==> config.mk <==
export PLATFORM = sky130hd
export DESIGN_NAME = rank_table_reposition_unit
export DESIGN_NICKNAME = d
export VERILOG_FILES = /design/src/rtl/rtpos_pkg.sv /design/src/rtl/rtpos_ram.sv /design/src/rtl/rtpos_dp.sv /design/src/rtl/rtpos_ctrl.sv /design/src/rtl/rank_table_reposition_unit.sv
export SDC_FILE = /design/constraint.sdc
export NUM_CORES = 1
export LEC_CHECK = 0
export ABC_AREA = 1
export BUFFER_PORTS_ARGS = -buffer_cell sky130_fd_sc_hd__buf_4
export CORE_MARGIN = 10
export CORE_UTILIZATION = 24
export DETAILED_ROUTE_END_ITERATION = 10
export GPL_ROUTABILITY_DRIVEN = 0
export PLACE_DENSITY = 0.44
export SYNTH_ARGS = -nofsm -noshare
export SYNTH_HDL_FRONTEND = slang
export SYNTH_SLANG_ARGS = --single-unit
==> constraint.sdc <==
create_clock -name clk -period 14.7 [get_ports clk]
set_clock_uncertainty 0.15 [all_clocks]
set_input_delay 3.675 -clock clk [delete_from_list [all_inputs] [get_ports clk]]
set_output_delay 3.675 -clock clk [all_outputs]
set_load 0.005 [all_outputs]
==> src/rtl/rtpos_pkg.sv <==
package rtpos_pkg;

  localparam int MAX_ENTRIES_DEF = 64;

  localparam int ENTRY_W    = 6;
  localparam int OFFSET_W   = 7;
  localparam int POSITION_W = 6;
  localparam int VALUE_W    = 6;
  localparam int COUNT_W    = 7;

  localparam int ENTRY_LSB    = 0;
  localparam int OFFSET_LSB   = ENTRY_LSB + ENTRY_W;
  localparam int POSITION_LSB = OFFSET_LSB + OFFSET_W;
  localparam int IN_FIELDS_W  = POSITION_LSB + POSITION_W;

  localparam int IN_TDATA_W  = ((IN_FIELDS_W + 7) / 8) * 8;
  localparam int OUT_TDATA_W = ((VALUE_W + 7) / 8) * 8;

  localparam logic [COUNT_W-1:0] COUNT_RESET = 7'd64;

  localparam logic CMD_MOVE  = 1'b0;
  localparam logic CMD_QUERY = 1'b1;

  typedef struct packed {
    logic idle;
    logic load_item;
    logic rd_from;
    logic eval_from;
    logic rd_sweep;
    logic load_out;
  } ctrl_cmd_t;

  typedef struct packed {
    logic is_query;
    logic absent;
    logic no_move;
    logic sweep_last;
    logic out_free;
  } dp_stat_t;

endpackage

==> src/rtl/rtpos_ram.sv <==
module rtpos_ram #(
  parameter int WIDTH = 8,
  parameter int DEPTH = 64
) (
  input  logic                     clk,
  input  logic                     we,
  input  logic [$clog2(DEPTH)-1:0] waddr,
  input  logic [WIDTH-1:0]         wdata,
  input  logic                     re,
  input  logic [$clog2(DEPTH)-1:0] raddr,
  output logic [WIDTH-1:0]         rdata
);

  logic [WIDTH-1:0] mem [DEPTH];

  always_ff @(posedge clk) begin
    if (we) begin
      mem[waddr] <= wdata;
    end
    if (re) begin
      rdata <= mem[raddr];
    end
  end

endmodule

==> src/rtl/rtpos_dp.sv <==
module rtpos_dp #(
  parameter int MAX_ENTRIES = rtpos_pkg::MAX_ENTRIES_DEF
) (
  input  logic                                clk,
  input  logic                                rst,
  input  rtpos_pkg::ctrl_cmd_t                cmd,
  output rtpos_pkg::dp_stat_t                 stat,
  input  logic [rtpos_pkg::IN_TDATA_W-1:0]    s_tdata,
  input  logic [0:0]                          s_tuser,
  output logic                                m_tvalid,
  input  logic                                m_tready,
  output logic [rtpos_pkg::OUT_TDATA_W-1:0]   m_tdata,
  output logic [0:0]                          m_tuser,
  input  logic                                cfg_valid,
  input  logic [rtpos_pkg::COUNT_W-1:0]       cfg_data
);

  localparam int IDX_W = $clog2(MAX_ENTRIES);
  localparam int CNT_W = ($clog2(MAX_ENTRIES + 1) > rtpos_pkg::COUNT_W) ?
                         $clog2(MAX_ENTRIES + 1) : rtpos_pkg::COUNT_W;
  localparam int SW    = CNT_W + 2;

  function automatic logic [CNT_W-1:0] live_count(input logic [rtpos_pkg::COUNT_W-1:0] raw);
    logic [CNT_W-1:0] ext;
    ext = CNT_W'(raw);
    if (raw == '0) begin
      ext = CNT_W'(1);
    end else if (ext > CNT_W'(MAX_ENTRIES)) begin
      ext = CNT_W'(MAX_ENTRIES);
    end
    return ext;
  endfunction

  logic [CNT_W-1:0]                  cnt_r;
  logic                              cmd_q;
  logic [CNT_W-1:0]                  who_q;
  logic signed [rtpos_pkg::OFFSET_W-1:0] off_q;
  logic [CNT_W-1:0]                  pos_q;
  logic                              clamped_q;
  logic [IDX_W-1:0]                  from_q;
  logic [IDX_W-1:0]                  to_q;
  logic                              up_q;
  logic                              found_q;
  logic [IDX_W-1:0]                  found_val_q;
  logic [IDX_W-1:0]                  ctr_q;
  logic                              stg_vld;
  logic                              stg_sweep;
  logic [IDX_W-1:0]                  stg_idx;
  logic                              stg_init;
  logic [CNT_W-1:0]                  fill_q;

  logic [rtpos_pkg::ENTRY_W-1:0]     in_entry;
  logic [rtpos_pkg::OFFSET_W-1:0]    in_offset;
  logic [rtpos_pkg::POSITION_W-1:0]  in_position;
  logic [CNT_W-1:0]                  pos_ext;

  logic                              rd_en;
  logic [IDX_W-1:0]                  rd_addr;
  logic [IDX_W-1:0]                  ram_rdata;
  logic                              ram_we;
  logic [IDX_W-1:0]                  wr_val;
  logic [IDX_W-1:0]                  r_cur;

  logic signed [SW-1:0]              from_s;
  logic signed [SW-1:0]              off_s;
  logic signed [SW-1:0]              to_raw;
  logic signed [SW-1:0]              cnt_top;
  logic signed [SW-1:0]              to_cl;
  logic                              clamp_eval;
  logic [IDX_W-1:0]                  to_eval;
  logic                              query_hit;
  logic [IDX_W-1:0]                  out_val;
  logic                              cfg_fire;

  assign in_entry    = s_tdata[rtpos_pkg::ENTRY_LSB +: rtpos_pkg::ENTRY_W];
  assign in_offset   = s_tdata[rtpos_pkg::OFFSET_LSB +: rtpos_pkg::OFFSET_W];
  assign in_position = s_tdata[rtpos_pkg::POSITION_LSB +: rtpos_pkg::POSITION_W];
  assign pos_ext     = CNT_W'(in_position);
  assign cfg_fire    = cfg_valid & cmd.idle;

  assign rd_en   = cmd.rd_from | cmd.rd_sweep;
  assign rd_addr = cmd.rd_from ? who_q[IDX_W-1:0] : ctr_q;
  assign r_cur   = stg_init ? ram_rdata : stg_idx;
  assign ram_we  = stg_vld & stg_sweep & (cmd_q == rtpos_pkg::CMD_MOVE);

  rtpos_ram #(
    .WIDTH(IDX_W),
    .DEPTH(MAX_ENTRIES)
  ) u_table (
    .clk  (clk),
    .we   (ram_we),
    .waddr(stg_idx),
    .wdata(wr_val),
    .re   (rd_en),
    .raddr(rd_addr),
    .rdata(ram_rdata)
  );

  always_comb begin
    from_s     = SW'(r_cur);
    off_s      = SW'(off_q);
    to_raw     = from_s + off_s;
    cnt_top    = SW'(cnt_r);
    cnt_top    = cnt_top - SW'(1);
    clamp_eval = 1'b0;
    to_cl      = to_raw;
    if (to_raw < 0) begin
      to_cl      = '0;
      clamp_eval = 1'b1;
    end else if (to_raw > cnt_top) begin
      to_cl      = cnt_top;
      clamp_eval = 1'b1;
    end
    to_eval = to_cl[IDX_W-1:0];
  end

  always_comb begin
    wr_val = r_cur;
    if (stg_idx == who_q[IDX_W-1:0]) begin
      wr_val = to_q;
    end else if (up_q && r_cur >= from_q && r_cur <= to_q) begin
      wr_val = r_cur - IDX_W'(1);
    end else if (!up_q && r_cur >= to_q && r_cur <= from_q) begin
      wr_val = r_cur + IDX_W'(1);
    end
  end

  assign query_hit = stg_vld & stg_sweep & (cmd_q == rtpos_pkg::CMD_QUERY) & ~found_q &
                     (CNT_W'(r_cur) == pos_q);

  assign stat.is_query   = (cmd_q == rtpos_pkg::CMD_QUERY);
  assign stat.absent     = (who_q >= cnt_r);
  assign stat.no_move    = (to_eval == r_cur);
  assign stat.sweep_last = (CNT_W'(ctr_q) == cnt_r - CNT_W'(1));
  assign stat.out_free   = ~m_tvalid | m_tready;

  always_comb begin
    if (cmd_q == rtpos_pkg::CMD_QUERY) begin
      out_val = found_val_q;
    end else if (stat.absent) begin
      out_val = '0;
    end else begin
      out_val = to_q;
    end
  end

  always_ff @(posedge clk) begin
    if (rst) begin
      cnt_r    <= live_count(rtpos_pkg::COUNT_RESET);
      fill_q   <= '0;
      stg_vld  <= 1'b0;
      m_tvalid <= 1'b0;
    end else begin
      if (cfg_fire) begin
        cnt_r  <= live_count(cfg_data);
        fill_q <= '0;
      end else if (ram_we && (CNT_W'(stg_idx) == fill_q)) begin
        fill_q <= fill_q + CNT_W'(1);
      end
      stg_vld <= rd_en;
      if (cmd.load_out) begin
        m_tvalid <= 1'b1;
      end else if (m_tready) begin
        m_tvalid <= 1'b0;
      end
    end
  end

  always_ff @(posedge clk) begin
    stg_sweep <= cmd.rd_sweep;
    stg_idx   <= rd_addr;
    stg_init  <= (CNT_W'(rd_addr) < fill_q);
    if (cmd.load_item) begin
      cmd_q       <= s_tuser[0];
      who_q       <= CNT_W'(in_entry);
      off_q       <= in_offset;
      ctr_q       <= '0;
      found_q     <= 1'b0;
      found_val_q <= '0;
      if (pos_ext >= cnt_r) begin
        pos_q     <= cnt_r - CNT_W'(1);
        clamped_q <= s_tuser[0];
      end else begin
        pos_q     <= pos_ext;
        clamped_q <= 1'b0;
      end
    end else begin
      if (cmd.rd_sweep) begin
        ctr_q <= ctr_q + IDX_W'(1);
      end
      if (cmd.eval_from) begin
        from_q    <= r_cur;
        to_q      <= to_eval;
        up_q      <= (to_cl > from_s);
        clamped_q <= clamp_eval;
      end
      if (query_hit) begin
        found_q     <= 1'b1;
        found_val_q <= stg_idx;
      end
    end
    if (cmd.load_out) begin
      m_tdata <= rtpos_pkg::OUT_TDATA_W'(rtpos_pkg::VALUE_W'(out_val));
      m_tuser <= clamped_q;
    end
  end

  a_no_overwrite: assert property (@(posedge clk) disable iff (rst)
    (m_tvalid && !m_tready) |-> !cmd.load_out)
    else $error("result register overwritten while still waiting");

  a_count_range: assert property (@(posedge clk) disable iff (rst)
    cfg_fire |=> (cnt_r != '0 && cnt_r <= CNT_W'(MAX_ENTRIES)))
    else $error("live entry count out of range");

  a_port_conflict: assert property (@(posedge clk) disable iff (rst)
    (ram_we && rd_en) |-> (stg_idx != rd_addr))
    else $error("table read and write at the same address");

  a_sweep_bound: assert property (@(posedge clk) disable iff (rst)
    (stg_vld && stg_sweep) |-> (CNT_W'(stg_idx) < cnt_r))
    else $error("sweep touched an entry beyond the live count");

endmodule

==> src/rtl/rtpos_ctrl.sv <==
module rtpos_ctrl (
  input  logic                 clk,
  input  logic                 rst,
  input  logic                 s_tvalid,
  input  rtpos_pkg::dp_stat_t  stat,
  output rtpos_pkg::ctrl_cmd_t cmd
);

  typedef enum logic [5:0] {
    S_IDLE   = 6'b000001,
    S_CHECK  = 6'b000010,
    S_FROM   = 6'b000100,
    S_SWEEP  = 6'b001000,
    S_DRAIN  = 6'b010000,
    S_FINISH = 6'b100000
  } state_t;

  state_t state;
  state_t state_next;

  always_comb begin
    state_next = state;
    cmd        = '0;
    unique case (state)
      S_IDLE: begin
        cmd.idle      = 1'b1;
        cmd.load_item = s_tvalid;
        if (s_tvalid) begin
          state_next = S_CHECK;
        end
      end
      S_CHECK: begin
        if (stat.is_query) begin
          state_next = S_SWEEP;
        end else if (stat.absent) begin
          state_next = S_FINISH;
        end else begin
          cmd.rd_from = 1'b1;
          state_next  = S_FROM;
        end
      end
      S_FROM: begin
        cmd.eval_from = 1'b1;
        state_next    = stat.no_move ? S_FINISH : S_SWEEP;
      end
      S_SWEEP: begin
        cmd.rd_sweep = 1'b1;
        if (stat.sweep_last) begin
          state_next = S_DRAIN;
        end
      end
      S_DRAIN: begin
        state_next = S_FINISH;
      end
      S_FINISH: begin
        if (stat.out_free) begin
          cmd.load_out = 1'b1;
          state_next   = S_IDLE;
        end
      end
      default: begin
        state_next = S_IDLE;
      end
    endcase
  end

  always_ff @(posedge clk) begin
    if (rst) begin
      state <= S_IDLE;
    end else begin
      state <= state_next;
    end
  end

endmodule

==> src/rtl/rank_table_reposition_unit.sv <==
// Rank table: keeps the position of each of up to MAX_ENTRIES entries in an ordered line.
// Requests arrive on the s_ channel. tuser selects the request: 0 moves an entry by a
// signed offset, 1 asks which entry stands at a position. Each request gives exactly one
// result on the m_ channel: the new position of a moved entry, or the entry found, with
// tuser set when the target or the position had to be clamped into the live range.
// The cfg channel writes the live entry count, which also restores the identity order.
// Write it only while no request is in flight.
// The controller sweeps the table memory one entry per cycle through its single read port,
// and a move writes the updated position back in the cycle after each read.
// A move of an entry beyond the count, or one that ends where it started, skips the sweep.
// The next request is taken in the cycle after a result is loaded.
// The result sits in an output register. If the receiver stalls, the block still takes
// the next request and works on it, then waits with that result until the register frees.
// Reset sets the count to 64 (limited to MAX_ENTRIES) and the identity order, at once:
// a fill count makes table entries not yet written by a sweep read as their own index.
module rank_table_reposition_unit #(
  parameter int MAX_ENTRIES = rtpos_pkg::MAX_ENTRIES_DEF
) (
  input  logic                              clk,
  input  logic                              rst,
  input  logic                              s_tvalid,
  output logic                              s_tready,
  // entry [5:0], offset [12:6], position [18:13]
  input  logic [rtpos_pkg::IN_TDATA_W-1:0]  s_tdata,
  // cmd [0]
  input  logic [0:0]                        s_tuser,
  output logic                              m_tvalid,
  input  logic                              m_tready,
  // value [5:0]
  output logic [rtpos_pkg::OUT_TDATA_W-1:0] m_tdata,
  // clamped [0]
  output logic [0:0]                        m_tuser,
  input  logic                              cfg_valid,
  output logic                              cfg_ready,
  input  logic [rtpos_pkg::COUNT_W-1:0]     cfg_data
);

  rtpos_pkg::ctrl_cmd_t cmd;
  rtpos_pkg::dp_stat_t  stat;

  assign s_tready  = cmd.idle;
  assign cfg_ready = cmd.idle;

  rtpos_ctrl u_ctrl (
    .clk     (clk),
    .rst     (rst),
    .s_tvalid(s_tvalid),
    .stat    (stat),
    .cmd     (cmd)
  );

  rtpos_dp #(
    .MAX_ENTRIES(MAX_ENTRIES)
  ) u_dp (
    .clk      (clk),
    .rst      (rst),
    .cmd      (cmd),
    .stat     (stat),
    .s_tdata  (s_tdata),
    .s_tuser  (s_tuser),
    .m_tvalid (m_tvalid),
    .m_tready (m_tready),
    .m_tdata  (m_tdata),
    .m_tuser  (m_tuser),
    .cfg_valid(cfg_valid),
    .cfg_data (cfg_data)
  );

endmodule
==> results of run 1 <==
-- critical path: cells and delay by family, from the launching register on --
kind                     cells  cell delay, ns
adder cells (fa/ha/maj)      3            1.02
buffers and inverters        4            0.64
AND/OR/NAND/NOR             10            1.45
XOR/XNOR                     1            0.13
flip-flops                   1            0.52
AO/OA/AOI/OAI               10            1.97
-- cells by family after synthesis --
logic type | after synthesis
xor+xnor | 24
flops | 475
simple gates | 1121
other cells | 1
compound gates | 125
fa+ha+maj | 55
buf+inv | 521
-- worst min path at each step --
| stage | startpoint | end | slack, ns | cells after the start |
|---|---|---|---|---|
| global route | u_dp.fill_q[5] | u_dp.fill_q[6] | 0.37 | 2 |
| CTS | u_dp.found_q | u_dp.found_q | 0.33 | 2 |
| finish | u_dp.found_q | u_dp.found_q | 0.33 | 2 |
| detailed placement | u_dp.found_q | u_dp.found_q | 0.32 | 2 |
| floorplan | u_dp.clamped_q | u_dp.m_tuser | 0.25 | 0 |
| global placement | u_dp.found_q | u_dp.found_q | 0.30 | 2 |
-- per-stage QoR --
| step | worst slack (ns) | area (um2) | hold slack, ns |
|---|---|---|---|
| detailed placement | 8.82 | 24100 | 0.316 |
| floorplan | 8.89 | 22500 | 0.250 |
| CTS | 8.80 | 25900 | 0.330 |
| global placement | 8.92 | 24100 | 0.302 |
| finish | 8.67 | 25900 | 0.333 |
| global route | 8.18 | 25900 | 0.370 |
-- flip-flops by register name, indices dropped and copies added (netlist names), 7 cells and up --
register,flops
u_dp.cnt_r,7
u_dp.fill_q,7
u_dp.off_q,7
u_dp.pos_q,7
u_dp.u_table.mem,384
-- area by class of cell --
class / instances / area [um2] / share of cell area
clock buffer: 64 / 1420 / 0.0548
clock inverter: 39 / 395 / 0.0152
inverter: 426 / 1600 / 0.0616
multi-input combinational: 1327 / 6660 / 0.257
sequential: 475 / 13800 / 0.533
tap: 1254 / 1570 / 0.0605
timing repair buffer: 61 / 458 / 0.0177
-- report_power, final --
group          leakage, nW  switching, mW  total, mW  internal [mW]
sequential            4.32        0.00951       1.56           1.55
clock                0.876          0.569       1.37          0.802
combinational         5.47          0.262      0.355         0.0928
total                 10.7          0.840       3.28           2.44
-- cells in the final DEF (no fill, tap or decap), types with 3 or more instances in the layout --
master,count
o221ai_1,3
o21a_1,3
o21ai_0,38
clkbuf_1,8
nand3_1,378
bufinv_16,6
nand4_1,26
a211oi_1,7
a221oi_1,3
clkinv_1,10
buf_4,61
nand2_1,555
clkinv_2,12
edfxtp_1,432
clkinvlp_4,7
a21o_1,3
inv_1,421
ha_1,54
o22ai_1,7
inv_2,4
nor3_1,10
xnor2_1,9
or2_2,7
dfxtp_1,43
nor2_1,113
o21ai_4,7
o21ai_2,4
xor2_1,15
a21oi_1,35
nand3b_1,6
nor4_1,4
o21ai_1,4
clkbuf_16,55
nor2_2,3
-- per-layer routing --
layer / track usage / up-vias / part of all wire
met5: 0 / - / 0
met4: 0.0361 / 0 / 0.027
met3: 0.0157 / 91 / 0.040
met2: 0.192 / 315 / 0.48
met1: 0.148 / 7493 / 0.45
li1: - / 7696 / -
==> impl_metrics.py, run 1 <==
metrics = {
    "timing": {
        "setup_viol": 0,
        "finalCriticalPeriod_ns": 6.03,
        "rsz0062_at_grt": "false",
        "timing.final.crit_share": 0.410,
        "hold_viol": 0,
        "tightest_slew_ns": 1.11,
        "finalMaxSlewViolations": 0,
        "slew_headroom": 0.259,
        "setup_tns_ns": 0,
        "timing.fmax_mhz": 166,
    },
    "logic_synthesis": {
        "async_reset_ff_frac": 0,
        "synthMuxAreaShare": 0,
        "syn_inst": 2322,
        "synth_top_family_by_area": "simple AND/OR/NAND/NOR gates",
        "synth-adder-area-share": 0.0309,
        "yosysSeqAreaShare": 0.615,
        "synth_seq_cells": 475,
        "netlist_area_um2": 22500,
        "synth-simple-area-share": 0.218,
        "ys_types": 57,
        "ys.flop_type": "edfxtp_1",
        "avgSynthCellArea_um2": 9.69,
        "synth.cells.most_frequent": "557 x nand2_1, 432 x edfxtp_1, 421 x inv_1, 378 x nand3_1, 114 x nor2_1",
        "synth_area_leaders": "edfxtp_1 58%, nand2_1 9.3%, nand3_1 8.4%",
        "synthXorXnorAreaFrac": 0.00934,
        "synth-compound-area-share": 0.0343,
        "ys_warn_count": 0,
        "yosys.area.top_type_share": 0.577,
        "synth-edff-count": 432,
        "post-synth-top-count-cell": "nand2_1",
        "netlist.top_cell.by_area": "edfxtp_1",
    },
    "cells_and_area": {
        "drive_gt1_frac": 0.0778,
        "n_antenna_cell": 0,
        "finalNonFillerCells": 3646,
        "utilization": 0.278,
        "fin_nets": 2438,
        "areaGrowthSynthToFinish_pct": 15.3,
        "fill_cells": 9776,
    },
    "status": {
        "status": "completed",
    },
    "critical_path": {
        "slowest_stage": "dfxtp_1",
        "cp-endpoint": "u_dp.up_q",
        "rrSetupSlack_ns": 8.67,
        "crit_fanout": 8,
        "startpoint": "u_dp.stg_init",
        "r2r-start": "u_dp.stg_init",
        "rr_worst_depth": 28,
        "critPathLaunchType": "register",
        "r2r-end": "u_dp.up_q",
        "critPathKind": "register to register",
        "critPathRequiredTime_ns": 15.04,
        "cp-end-kind": "register",
        "critical_path_arrival_ns": 6.37,
        "cpPeakStageDelay_ns": 0.52,
    },
    "placement": {
        "hpwl_um": 37500,
        "port_buffers": 41,
        "dp_cells": 3543,
    },
    "floorplan": {
        "die-area_um2": 106000,
        "die_h_um": 326,
        "die_x_um": 326,
        "core_area_um2": 93200,
        "pin_count": 49,
        "num_rows": 112,
        "start_util": 0.241,
    },
    "clocking": {
        "cts_buffers": 55,
        "cts_resized": 0,
        "tritoncts": "built",
        "root_buffer": "clkbuf_16",
        "clk_latency_ns": 0.62,
        "h-tree-depth": 2,
        "clk_pin_slew_worst_paths_ns": 0.06,
        "cts_setup_buffers": 0,
        "clock_sinks": 475,
        "clock_path_buffers": 3,
        "hold_buffers": 0,
    },
    "global_route": {
        "grt_max_degree": 99,
        "grt_pass1_vias": 15700,
        "antenna_found_initial": 0,
        "grt_usage": 0.114,
        "grt_pass1_wl_um": 94100,
        "overflow": 0,
    },
    "route": {
        "antenna_left": 0,
        "drc": 0,
        "routed_via_density": 4.28,
        "num_vias": 15600,
        "wl_um": 61400,
        "first_pass_iters": 5,
        "drt_iter0_drc": 872,
        "wl_per_cell_um": 16.8,
    },
    "power": {
        "ir_drop_v": 0.0000925,
        "p_leak_nw": 10.7,
        "p_per_area_nw_per_um2": 127,
        "power.total_mw": 3.28,
    },
    "worst_hold_path": {
        "hold_path.class": "register to register",
    },
    "job": {
        "maxCapViolCount": 0,
    },
}
Power figures use the tool's default switching activity.
==> run 2: changes to the inputs <==
- PLACE_DENSITY: 0.44 -> 0.45
- clock period: 14.7 -> 5.3 ns (I/O delays scaled with it)
==> impl_metrics.py, run 2 (synthesis results as in run 1) <==
metrics = {
    "cells_and_area": {
        "final_cell_mix": "555 x nand2_1, 432 x edfxtp_1, 421 x inv_1",
        "ff_latch_area_um2": 13800,
        "multiInputGateArea_um2": 6680,
        "drive_gt1_frac": 0.0851,
        "design_area_um2": 26100,
        "top_register": "u_dp.u_table.mem",
        "fill_cells": 9770,
        "areaGrowthSynthToFinish_pct": 16.0,
        "largest_reg_flops": 384,
        "fin_nets": 2461,
        "final_common_cell": "nand2_1",
    },
    "power": {
        "power.internal_mw": 6.64,
        "power_frac_comb": 0.116,
        "pwr-share-seq": 0.482,
        "p_per_area_nw_per_um2": 343,
        "p_leak_nw": 10.8,
        "clkPwrFrac": 0.403,
        "p_sw_mw": 2.29,
        "sw_frac_of_total": 0.257,
        "ir_drop_v": 0.000212,
    },
    "global_route": {
        "antenna_found_initial": 0,
        "grt_max_degree": 101,
        "overflow": 0,
        "grt_usage": 0.113,
        "grt_pass1_vias": 15700,
        "grt_pass1_wl_um": 94200,
    },
    "clocking": {
        "cts_buffers": 52,
        "h-tree-depth": 2,
        "clock_path_buffers": 3,
        "clk_latency_ns": 0.60,
        "clk_pin_slew_worst_paths_ns": 0.07,
        "cts_setup_buffers": 0,
        "root_buffer": "clkbuf_16",
        "hold_buffers": 0,
        "tritoncts": "built",
        "clock_sinks": 475,
    },
    "route": {
        "wl_per_cell_um": 16.9,
        "wl_um": 61900,
        "first_pass_iters": 6,
        "antenna_left": 0,
        "drt_iter0_drc": 1125,
        "num_vias": 15900,
        "drc": 0,
        "routed_via_density": 4.33,
    },
    "critical_path": {
        "startpoint": "u_dp.stg_init",
        "rrSetupSlack_ns": 0.26,
        "r2r-start": "u_dp.stg_init",
        "critPathRequiredTime_ns": 5.51,
        "crit_fanout": 5,
        "critical_path_arrival_ns": 5.26,
        "critPathLaunchType": "register",
        "slowest_stage": "ha_1",
        "cp-end-kind": "register",
        "cpPeakStageDelay_ns": 0.40,
        "critPathKind": "register to register",
    },
    "timing": {
        "tightest_slew_ns": 1.13,
        "finalWorstSetupSlack_ns": 0.256,
        "finalCriticalPeriod_ns": 5.04,
        "hold_viol": 0,
        "timing.fmax_mhz": 198,
        "slew_headroom": 0.245,
        "timing.final.crit_share": 0.952,
        "setup_viol": 0,
        "finalMaxSlewViolations": 0,
    },
    "floorplan": {
        "start_util": 0.241,
        "die_h_um": 326,
        "pin_count": 49,
        "die-area_um2": 106000,
        "num_rows": 112,
        "die_x_um": 326,
        "core_area_um2": 93200,
    },
    "placement": {
        "hpwl_um": 38900,
        "dp_slack_ns": 0.154,
        "place_area_um2": 24400,
        "port_buffers": 41,
    },
    "worst_hold_path": {
        "hp-start": "u_dp.clamped_q",
        "hold_path.class": "register to register",
    },
    "job": {
        "maxCapViolCount": 0,
    },
    "status": {
        "status": "completed",
    },
}
run 2: cell count changes in the layout (fill, tap and decap cells not counted), moves of 3 or more:
cell / change
buf_4: +19
buf_12: +7
o21ai_0: -5
clkinvlp_4: -3
o21ai_1: +4
clkbuf_1: +3
clkbuf_16: -3
clkinv_2: -4
run 2: stage by stage:
step                      hold slack [ns]  TNS [ns]  power [mW]  std cells   util
after floorplan                     0.250         0        4.98       2323      -
after global placement              0.273         0        5.40       3569  0.262
after detailed placement            0.270         0        5.42       3569  0.262
after CTS                           0.294         0        9.04       3664  0.280
after global routing                0.297   -0.0509        9.30       3664  0.280
final                               0.288         0        8.94       3665  0.280
run 2: path summary, 6_finish.rpt:
kind              depth (start not counted)           end
setup / recovery                         29     u_dp.up_q
hold / removal                            0  u_dp.m_tuser
setup reg to reg                         29     u_dp.up_q
hold reg to reg                           0  u_dp.m_tuser
run 2: area by class of cell:
| class | count | share of cell area |
|---|---|---|
| Clock buffer | 63 | 0.0515 |
| Inverter | 426 | 0.0613 |
| Sequential cell | 475 | 0.530 |
| Clock inverter | 32 | 0.0125 |
| Antenna cell | 1 | 0.0000959 |
| Tap cell | 1254 | 0.0601 |
| Multi-Input combinational cell | 1327 | 0.256 |
| Timing Repair Buffer | 87 | 0.0284 |
run 2: power groups by stage:
stage	clock, mW	sequential [mW]	combinational [mW]
after floorplan	0	4.39	0.590
after global placement	0	4.39	1.01
after detailed placement	0	4.39	1.03
after CTS	3.70	4.31	1.03
after global routing	3.84	4.31	1.15
final	3.60	4.30	1.03
run 2: worst max-delay path: cells and delay by family (launching register included):
kind	cells	cell delay [ns]
AO/OA/AOI/OAI	11	1.55
AND/OR/NAND/NOR	9	1.11
adder cells (fa/ha/maj)	3	1.01
buffers and inverters	5	0.43
flip-flops	1	0.34
XOR/XNOR	1	0.20
run 2: per-layer routing:
layer / share of wire / vias to the layer above / global-route usage
met5: 0 / - / 0
li1: - / 7750 / -
met1: 0.46 / 7689 / 0.149
met4: 0.032 / 0 / 0.0386
met3: 0.040 / 100 / 0.0151
met2: 0.47 / 331 / 0.189
run 2: repair_timing:
| action | CTS | global route |
|---|---|---|
| hold endpoints to repair | 0 | 0 |
| gates resized for setup | 0 | 9 |
| setup endpoints to repair | 0 | 3 |
